--- src/sv/video_register_port_and_vram_access_macros.svh ---
// ---------------------------------------------------------------------------
// Video register port assertion macros
// Shared assertion wrappers for the video register port design.
// ---------------------------------------------------------------------------
`ifndef VIDEO_REGISTER_PORT_AND_VRAM_ACCESS_MACROS_SVH
`define VIDEO_REGISTER_PORT_AND_VRAM_ACCESS_MACROS_SVH

// Implication checked on every clock edge outside reset.
`define VRP_ASSERT_IMP(label, clk, rst_n, ante, cons) \
	label: assert property (@(posedge clk) disable iff (!rst_n) (ante) |-> (cons)) \
		else $error("assertion failed");

// Implication whose consequent is checked in the cycle after the antecedent.
`define VRP_ASSERT_NEXT(label, clk, rst_n, ante, cons) \
	label: assert property (@(posedge clk) disable iff (!rst_n) (ante) |=> (cons)) \
		else $error("assertion failed");

`endif

--- src/sv/vrp_pkg.sv ---
// ---------------------------------------------------------------------------
// Video register port package
// Request codes, register numbers and memory map constants.
// ---------------------------------------------------------------------------
package vrp_pkg;
	localparam logic [1:0] REQ_READ  = 2'd0;
	localparam logic [1:0] REQ_WRITE = 2'd1;
	localparam logic [1:0] REQ_TICK  = 2'd2;
	localparam logic [1:0] REQ_NOP   = 2'd3;

	localparam logic [2:0] REG_CTRL   = 3'd0;
	localparam logic [2:0] REG_MASK   = 3'd1;
	localparam logic [2:0] REG_STATUS = 3'd2;
	localparam logic [2:0] REG_OAMA   = 3'd3;
	localparam logic [2:0] REG_OAMD   = 3'd4;
	localparam logic [2:0] REG_SCROLL = 3'd5;
	localparam logic [2:0] REG_ADDR   = 3'd6;
	localparam logic [2:0] REG_DATA   = 3'd7;

	localparam logic [1:0] MIR_VERT  = 2'd0;
	localparam logic [1:0] MIR_HORZ  = 2'd1;

	localparam logic [13:0] PAL_BASE = 14'h3F00;
	localparam logic [8:0]  DOT_LAST = 9'd340;
	localparam logic [9:0]  LINE_PRE = 10'h3FF;
	localparam logic [9:0]  LINE_VBL = 10'd241;
	localparam logic [9:0]  LINE_LAST = 10'd260;

	localparam logic [1:0] TGT_PAT = 2'd0;
	localparam logic [1:0] TGT_NT  = 2'd1;
	localparam logic [1:0] TGT_PAL = 2'd2;

	typedef struct packed {
		logic       we;
		logic [1:0] tgt;
		logic [12:0] pat_idx;
		logic [11:0] nt_idx;
		logic [4:0] pal_idx;
		logic [7:0] wdata;
	} vmem_req_t;

	function automatic logic [4:0] pal_index(input logic [13:0] a);
		logic [4:0] p;
		p = a[4:0];
		if ((a[4:0] & 5'h13) == 5'h10) p[4] = 1'b0;
		return p;
	endfunction
endpackage

--- src/sv/vrp_timer.sv ---
// ---------------------------------------------------------------------------
// Dot and scanline timer
// Counts dots and scanlines and flags the vblank start and end points.
// ---------------------------------------------------------------------------
module vrp_timer
	import vrp_pkg::*;
(
	input  logic clk,
	input  logic arst_n,
	input  logic tick,
	output logic vbl_set,
	output logic vbl_clr
);
	logic [8:0] dot_q;
	logic [9:0] line_q;
	logic [8:0] dot_eff;

	always_comb begin
		dot_eff = (line_q == 10'd0 && dot_q == 9'd0) ? 9'd1 : dot_q;
		vbl_set = line_q == LINE_VBL && dot_eff == 9'd1;
		vbl_clr = line_q == LINE_PRE && dot_eff == 9'd1;
	end

	always_ff @(posedge clk or negedge arst_n) begin
		if (!arst_n) begin
			dot_q <= '0;
			line_q <= '0;
		end else if (tick) begin
			if (dot_eff == DOT_LAST) begin
				dot_q <= '0;
				line_q <= (line_q == LINE_LAST) ? LINE_PRE : line_q + 10'd1;
			end else begin
				dot_q <= dot_eff + 9'd1;
			end
		end
	end
endmodule

--- config.mk ---
export PLATFORM = sky130hd
export DESIGN_NAME = vrp_timer
export DESIGN_NICKNAME = d
export VERILOG_FILES = /design/src/sv/video_register_port_and_vram_access_macros.svh /design/src/sv/vrp_pkg.sv /design/src/sv/vrp_timer.sv
export SDC_FILE = /design/constraint.sdc
export NUM_CORES = 1
export LEC_CHECK = 0
export ABC_AREA = 1
export BUFFER_PORTS_ARGS = -buffer_cell sky130_fd_sc_hd__buf_2
export CORE_MARGIN = 4
export CORE_UTILIZATION = 54
export CTS_CLUSTER_DIAMETER = 30
export DETAILED_ROUTE_END_ITERATION = 7
export PLACE_DENSITY = 0.74
export SLEW_MARGIN = 25
export SYNTH_ARGS = -nofsm -noshare
export SYNTH_HDL_FRONTEND = slang
export SYNTH_SLANG_ARGS = --single-unit
--- constraint.sdc ---
create_clock -name clk -period 2.1 [get_ports clk]
set_clock_uncertainty 0.2 [all_clocks]
set_input_delay 0.315 -clock clk [delete_from_list [all_inputs] [get_ports clk]]
set_output_delay 0.315 -clock clk [all_outputs]
set_load 0.005 [all_outputs]
==> results of run 1 <==
## kinds of logic after synthesis
group	after synthesis	share of synthesized area, %
buffers and inverters	30	9.97
DFF	19	36.1
xor gates and xnor gates	5	3.32
AOI/OAI and AO/OA	16	6.36
adders and majority gates	6	5.70
and+or+nand+nor	115	38.6
## what timing repair did
action	4_1_cts	5_1_grt
resized for setup	27	12
endpoints found under the setup margin	19	20
hold endpoints to repair	19	0
hold buffers	1	0
gates cloned	1	0
buffers inserted	2	4
pin swaps	10	7
## cell usage in the layout (no fill, tap or decap), drive strengths merged, types with 3 or more instances in the layout
cell,instances
nand3,24
xor2,4
nor2,24
inv,24
clkbuf,4
nand2,61
dfrtp,19
buf,41
o21ai,13
nand4,3
ha,6
## layer usage
metal,vias to the layer above,global-route usage (%)
met1,645,26.1
met5,-,0
met3,18,2.49
li1,682,-
met2,46,41.3
met4,0,8.94
## state kept, by name (all words and copies together) (netlist names)
signal	cells
line_q	10
dot_q	9
## layout make-up
type / count / area (µm²)
Timing Repair Buffer: 42 / 328
Sequential cell: 19 / 475
Inverter: 24 / 92.6
Tap cell: 28 / 35.0
Fill cell: 158 / 472
Multi-Input combinational cell: 142 / 847
Clock buffer: 4 / 26.3
## final timing paths
kind                                 from        end  slack (ps)  cells past startpoint
worst max-delay path            line_q[0]    vbl_clr        -410                     12
worst min-delay path                 tick   dot_q[3]         170                      2
worst max register to register  line_q[1]  line_q[8]        -260                     16
worst min register to register   dot_q[0]   dot_q[0]         380                      2
max in group asynchronous          arst_n   dot_q[8]        1120                      2
min in group asynchronous          arst_n   dot_q[3]         270                      2
## power by group through the flow
| stage | Clock, mW | Combinational, mW | Sequential [mW] |
|---|---|---|---|
| CTS | 0.194 | 0.440 | 0.438 |
| global placement | 0 | 0.361 | 0.444 |
| finish | 0.191 | 0.489 | 0.441 |
| global route | 0.213 | 0.532 | 0.445 |
| detailed placement | 0 | 0.375 | 0.445 |
| floorplan | 0 | 0.200 | 0.457 |
==> summary.txt, run 1 <==
Final Max Tran Viols -> 0
syn avg cell area -> 6.90 µm²
clk_lat worst skew -> 300 ps
Clk network pwr share -> 17.0%
antenna-violating nets left -> 0
switching portion of total power -> 37.0%
violated checks -> setup timing
die height -> 57.4 µm
Placed Area -> 1570 µm²
Top FF cell, synth -> dfrtp_1
total placed cells including tap cells -> 247
register area share after synthesis -> 36.1%
syn nets -> 200
final critical-path required period -> 2510 ps
largest net degree at the start of global routing -> 20
post-synthesis register bit count -> 19
Final Hold Viols -> 0
DRT met1 WL -> 1440 µm
grt ovf -> 0
Final Non-Filler Cells -> 259
finished layout cell area -> 1800 µm²
Worst VDD drop -> 0.526 mV
Async SR Flop Fraction -> 100%
CTS Buffer Depth -> 2
delay-heaviest family, CP -> simple AND/OR/NAND/NOR gates
top cells by count, synth -> nand2_1, nor2_1, inv_1, nand3_1, dfrtp_1
setup slack after placement -> -166 ps
Top Layer Used -> met4
Global Route Usage Sum -> 22.4%
starting density of the core -> 57.9%
Max-Cap Viols -> 0
final setup violation count -> 20
DR iter-0 viols -> 52
overall routed net length -> 3600 µm
core area -> 2280 µm²
H-tree levels -> 1
Tcrit/Tclk final -> 119%
synth top area cells -> dfrtp_1, nand2_1, nand3_1
leakage -> 0.897 nW
final RePlAce weighted congestion -> 0.858
Max Fclk -> 399 MHz
row count -> 17
run status -> complete, but fails checks
port bufs -> 4
Hold Crit Class -> in -> reg
relative slew slack -> 70.9%
Area Overhead vs Synth -> 36.9%
Crit Path Max Fanout -> 2
Pint -> 706 µW
cts bufs inserted -> 3
Slew @ Worst Pin -> 437 ps
area leader, netlist -> dfrtp_1
DIE AREA -> 3290 µm²
1st-pass router iterations -> 4
WP data arrival -> 1990 ps
Synth cell types -> 24
Top Ports -> 5
RSZ-0062 raised after global routing -> true
WL met3 -> 161 µm
Clock Pin Slew Worst Setup and Hold Paths -> 120 ps
TritonCTS clock tree -> done
Worst Slack Setup Final -> -408 ps
total vias in the final route -> 1391
Wirelength per Cell -> 13.9 µm
Synth top area share -> 36.1%
# diodes -> 0
dpl hpwl -> 2360 µm
worst hold slack -> 174 ps
CP bufs+invs -> 2
number of remaining DRC errors -> 0
Switching Power -> 414 µW
utilization after layout -> 79.3%
Critical Path Max Stage Delay -> 400 ps
Tot Pwr -> 1.12 mW
crit path cell chain -> inv_2 > ha_4 > nand3_2 > nor2_2 > nand3_2 > nand2_2 > ha_4 > nand3_2 > nor2_1 > nand4_1 > nor2_1 > buf_2
initial antenna violation count -> 0
routed wl met2 -> 1850 µm
CP endpoint kind -> output port
synthesized cell area -> 1320 µm²
PwrDens -> 621 nW/µm²
setup TNS -> -3680 ps
cell mode on critical path -> nand3_2
Clock Tree Root -> clkbuf_4
combinational group share of total power -> 43.7%
share of layout cells above drive strength 1 -> 32.5%
global-route wire length before repair -> 5840 µm
die width -> 57.4 µm
Critical-path top delay cell -> dfrtp_1
WP data required -> 1580 ps
Post-synth EDFFs -> 0
vias in the first global route -> 1350
Syn Inst Count -> 191
sequential fraction of design power -> 39.3%
most frequent cell after synthesis -> nand2_1
vias per inst -> 5.37
Ys Warns -> 0
Clock Sinks -> 19
final-stage net count -> 241
Setup crit start kind -> flop
Setup CP Type -> reg -> out
Note: power is estimated with default switching activity, not from simulation.
==> inputs of run 2 (changes only) <==
--- a/config.mk
+++ b/config.mk
@@ -7,7 +7,6 @@
 export LEC_CHECK = 0
 export ABC_AREA = 1
 export BUFFER_PORTS_ARGS = -buffer_cell sky130_fd_sc_hd__buf_2
-export CORE_MARGIN = 4
 export CORE_UTILIZATION = 54
 export CTS_CLUSTER_DIAMETER = 30
 export DETAILED_ROUTE_END_ITERATION = 7
==> run 2 against run 1 <==
Compared with the run above:
- the run still ends with setup timing left
- cell count down 0.77%
- register-to-register slack got worse by 190 ps
- worst setup slack worse by 40 ps
- routed wire length grew 16%
- sequential share of layout area is 0.76 points lower
- critical path depth rose by 7
- combinational power grew 8.2%
- via count grew 6.1%
- sequential power up 1%
- global-route usage rose by 12 points
- utilization grew 3.1 points
- highest routed layer unchanged
==> summary.txt, run 2 (synthesis gave the netlist of run 1 again) <==
run status -> complete, but fails checks
violated checks -> setup timing
dpl hpwl -> 2170 µm (-7.8%)
final-stage net count -> 239 (-0.83%)
clk_lat worst skew -> 310 ps (about the same)
vias per inst -> 5.74 (+6.9%)
leakage -> 0.883 nW (-1.6%)
top flop regs -> line_q (10), dot_q (9)
share of layout cells above drive strength 1 -> 36.2% (+3.8 points)
total placed cells including tap cells -> 244 (-1.2%)
Clock Pin Slew Worst Setup and Hold Paths -> 130 ps (about the same)
Reg-to-Reg Start -> line_q[0]
Clock Sinks -> 19 (unchanged)
CP endpoint kind -> flop
cell mode on critical path -> buf_6
row count -> 17 (unchanged)
Area Overhead vs Synth -> 41.0%
1st-pass router iterations -> 4 (unchanged)
Critical Path Max Stage Delay -> 390 ps (about the same)
Slew @ Worst Pin -> 448 ps (+10.9 ps)
cts bufs inserted -> 3 (unchanged)
Worst Slack Setup Final -> -448 ps (-39.9 ps)
final RePlAce weighted congestion -> 0.874 (+1.9%)
crit path cell chain -> inv_2 > ha_4 > nand3_2 > nor2_1 > nand3_1 > nand2_2 > buf_4 > buf_6 > buf_6 > buf_6 > inv_4 > ha_4 > nand3_4 > nor2_4 > nand3_4 > buf_12 > clkinvlp_4 > nand2_1 > nand2_1
RSZ-0062 raised after global routing -> true
Tcrit/Tclk final -> 121% (+1.9 points)
Tot Pwr -> 1.18 mW (+5.3%)
Max Fclk -> 392 MHz (-1.6%)
Final Hold Viols -> 0 (unchanged)
Max-Cap Viols -> 0 (unchanged)
WP data arrival -> 2610 ps (+620 ps)
antenna-violating nets left -> 0 (unchanged)
overall routed net length -> 4180 µm (+16%)
port bufs -> 4 (unchanged)
Setup CP Type -> reg -> reg
Crit Path Max Fanout -> 5 (+3)
WP data required -> 2160 ps (+580 ps)
fillers -> 125 (-21%)
Final Non-Filler Cells -> 257 (-0.77%)
H-tree levels -> 1 (unchanged)
total vias in the final route -> 1476 (+6.1%)
Critical-path top delay cell -> dfrtp_1
starting density of the core -> 58.4% (+0.55 points)
die height -> 51.4 µm (-10%)
Final Max Tran Viols -> 0 (unchanged)
grt ovf -> 0 (unchanged)
most frequent cells in the layout -> nand2_1, buf_4, dfrtp_1
Hold Crit Class -> in -> reg
Global Route Usage Sum -> 34.3% (+12 points)
crit path from -> line_q[0]
Clock Tree Root -> clkbuf_4
Wirelength per Cell -> 16.3 µm (+17%)
DIE AREA -> 2640 µm² (-20%)
most common cell after layout, fill and taps aside -> nand2_1
Hold Crit Start -> tick
TritonCTS clock tree -> done
DR iter-0 viols -> 76 (+46%)
CTS Buffer Depth -> 2 (unchanged)
Worst VDD drop -> 0.653 mV (+24%)
final critical-path required period -> 2550 ps (+39.9 ps)
vias in the first global route -> 1409 (+4.4%)
PwrDens -> 635 nW/µm² (+2.2%)
Reg with most FFs -> line_q
core area -> 2250 µm² (-0.93%)
final setup violation count -> 20 (unchanged)
initial antenna violation count -> 0 (unchanged)
die width -> 51.4 µm (-10%)
Top Ports -> 5 (unchanged)
largest net degree at the start of global routing -> 20 (unchanged)
relative slew slack -> 70.1% (-0.72 points)
number of remaining DRC errors -> 0 (unchanged)
Setup crit start kind -> flop
# diodes -> 0 (unchanged)
Largest register FFs -> 10 (unchanged)
global-route wire length before repair -> 6520 µm (+12%)
[run 2: changes by cell type in the layout (fill, tap and decap cells not counted), sizes merged]
cell	before	now
clkinvlp	0	2
buf	41	38
inv	24	23
[run 2: report_power, final]
part           leakage (nW)  internal (mW)  switching, mW
registers             0.236          0.411         0.0348
clock network        0.0150         0.0742          0.130
logic                 0.631          0.232          0.297
total                 0.883          0.717          0.462
[run 2: final cells by class]
cell class                      instances  area [µm²]  area share [%]
Multi-Input combinational cell        142         890            47.9
Sequential cell                        19         475            25.6
Timing Repair Buffer                   39         328            17.6
Inverter                               24        96.3            5.19
Tap cell                               28        35.0            1.89
Clock buffer                            4        26.3            1.41
Timing Repair inverter                  1        7.51           0.404
[run 2: worst paths after layout]
check | endpoint | slack (ps) | cells past startpoint
setup / recovery | line_q[9] | -450 | 19
hold / removal | dot_q[3] | 170 | 2
setup reg to reg | line_q[9] | -450 | 19
hold reg to reg | dot_q[7] | 360 | 2
max in group asynchronous | dot_q[0] | 1120 | 2
min in group asynchronous | line_q[6] | 260 | 2
[run 2: per-stage QoR]
stage / hold slack (ps) / cell area, µm² / setup TNS (ps) / setup WS (ps) / util [%]
4_1_cts: 138 / 1780 / -6290 / -385 / 79.1
5_1_grt: 161 / 1860 / -9490 / -554 / 82.4
2_1_floorplan: -181 / 1320 / 0 / 53.4 / -
6_report: 173 / 1860 / -7810 / -448 / 82.4
3_5_place_dp: 78.1 / 1530 / -581 / -102 / 68.0
3_3_place_gp: 78.2 / 1530 / -115 / -57.3 / 68.0
[run 2: worst max-delay path: cells and delay by family, from the launching register on]
kind | cells | cell delay, ps
adders and majority gates | 2 | 290
buffers and inverters | 8 | 840
and+or+nand+nor | 9 | 770
DFF | 1 | 390
[run 2: what timing repair did]
item | CTS | global route
hold endpoints to repair | 19 | 0
gates cloned | 1 | 0
hold buffers | 1 | 0
endpoints found under the setup margin | 15 | 20
pin swaps | 14 | 20
resized for setup | 39 | 20
buffers inserted | 6 | 2
[run 2: routing by layer]
metal / global-route usage [%] / up-vias / wire [µm]
li1: - / 684 / -
met1: 43.7 / 671 / 1680
met2: 58.2 / 96 / 1930
met3: 5.65 / 25 / 420
met4: 11.7 / 0 / 152
met5: 0 / - / 0
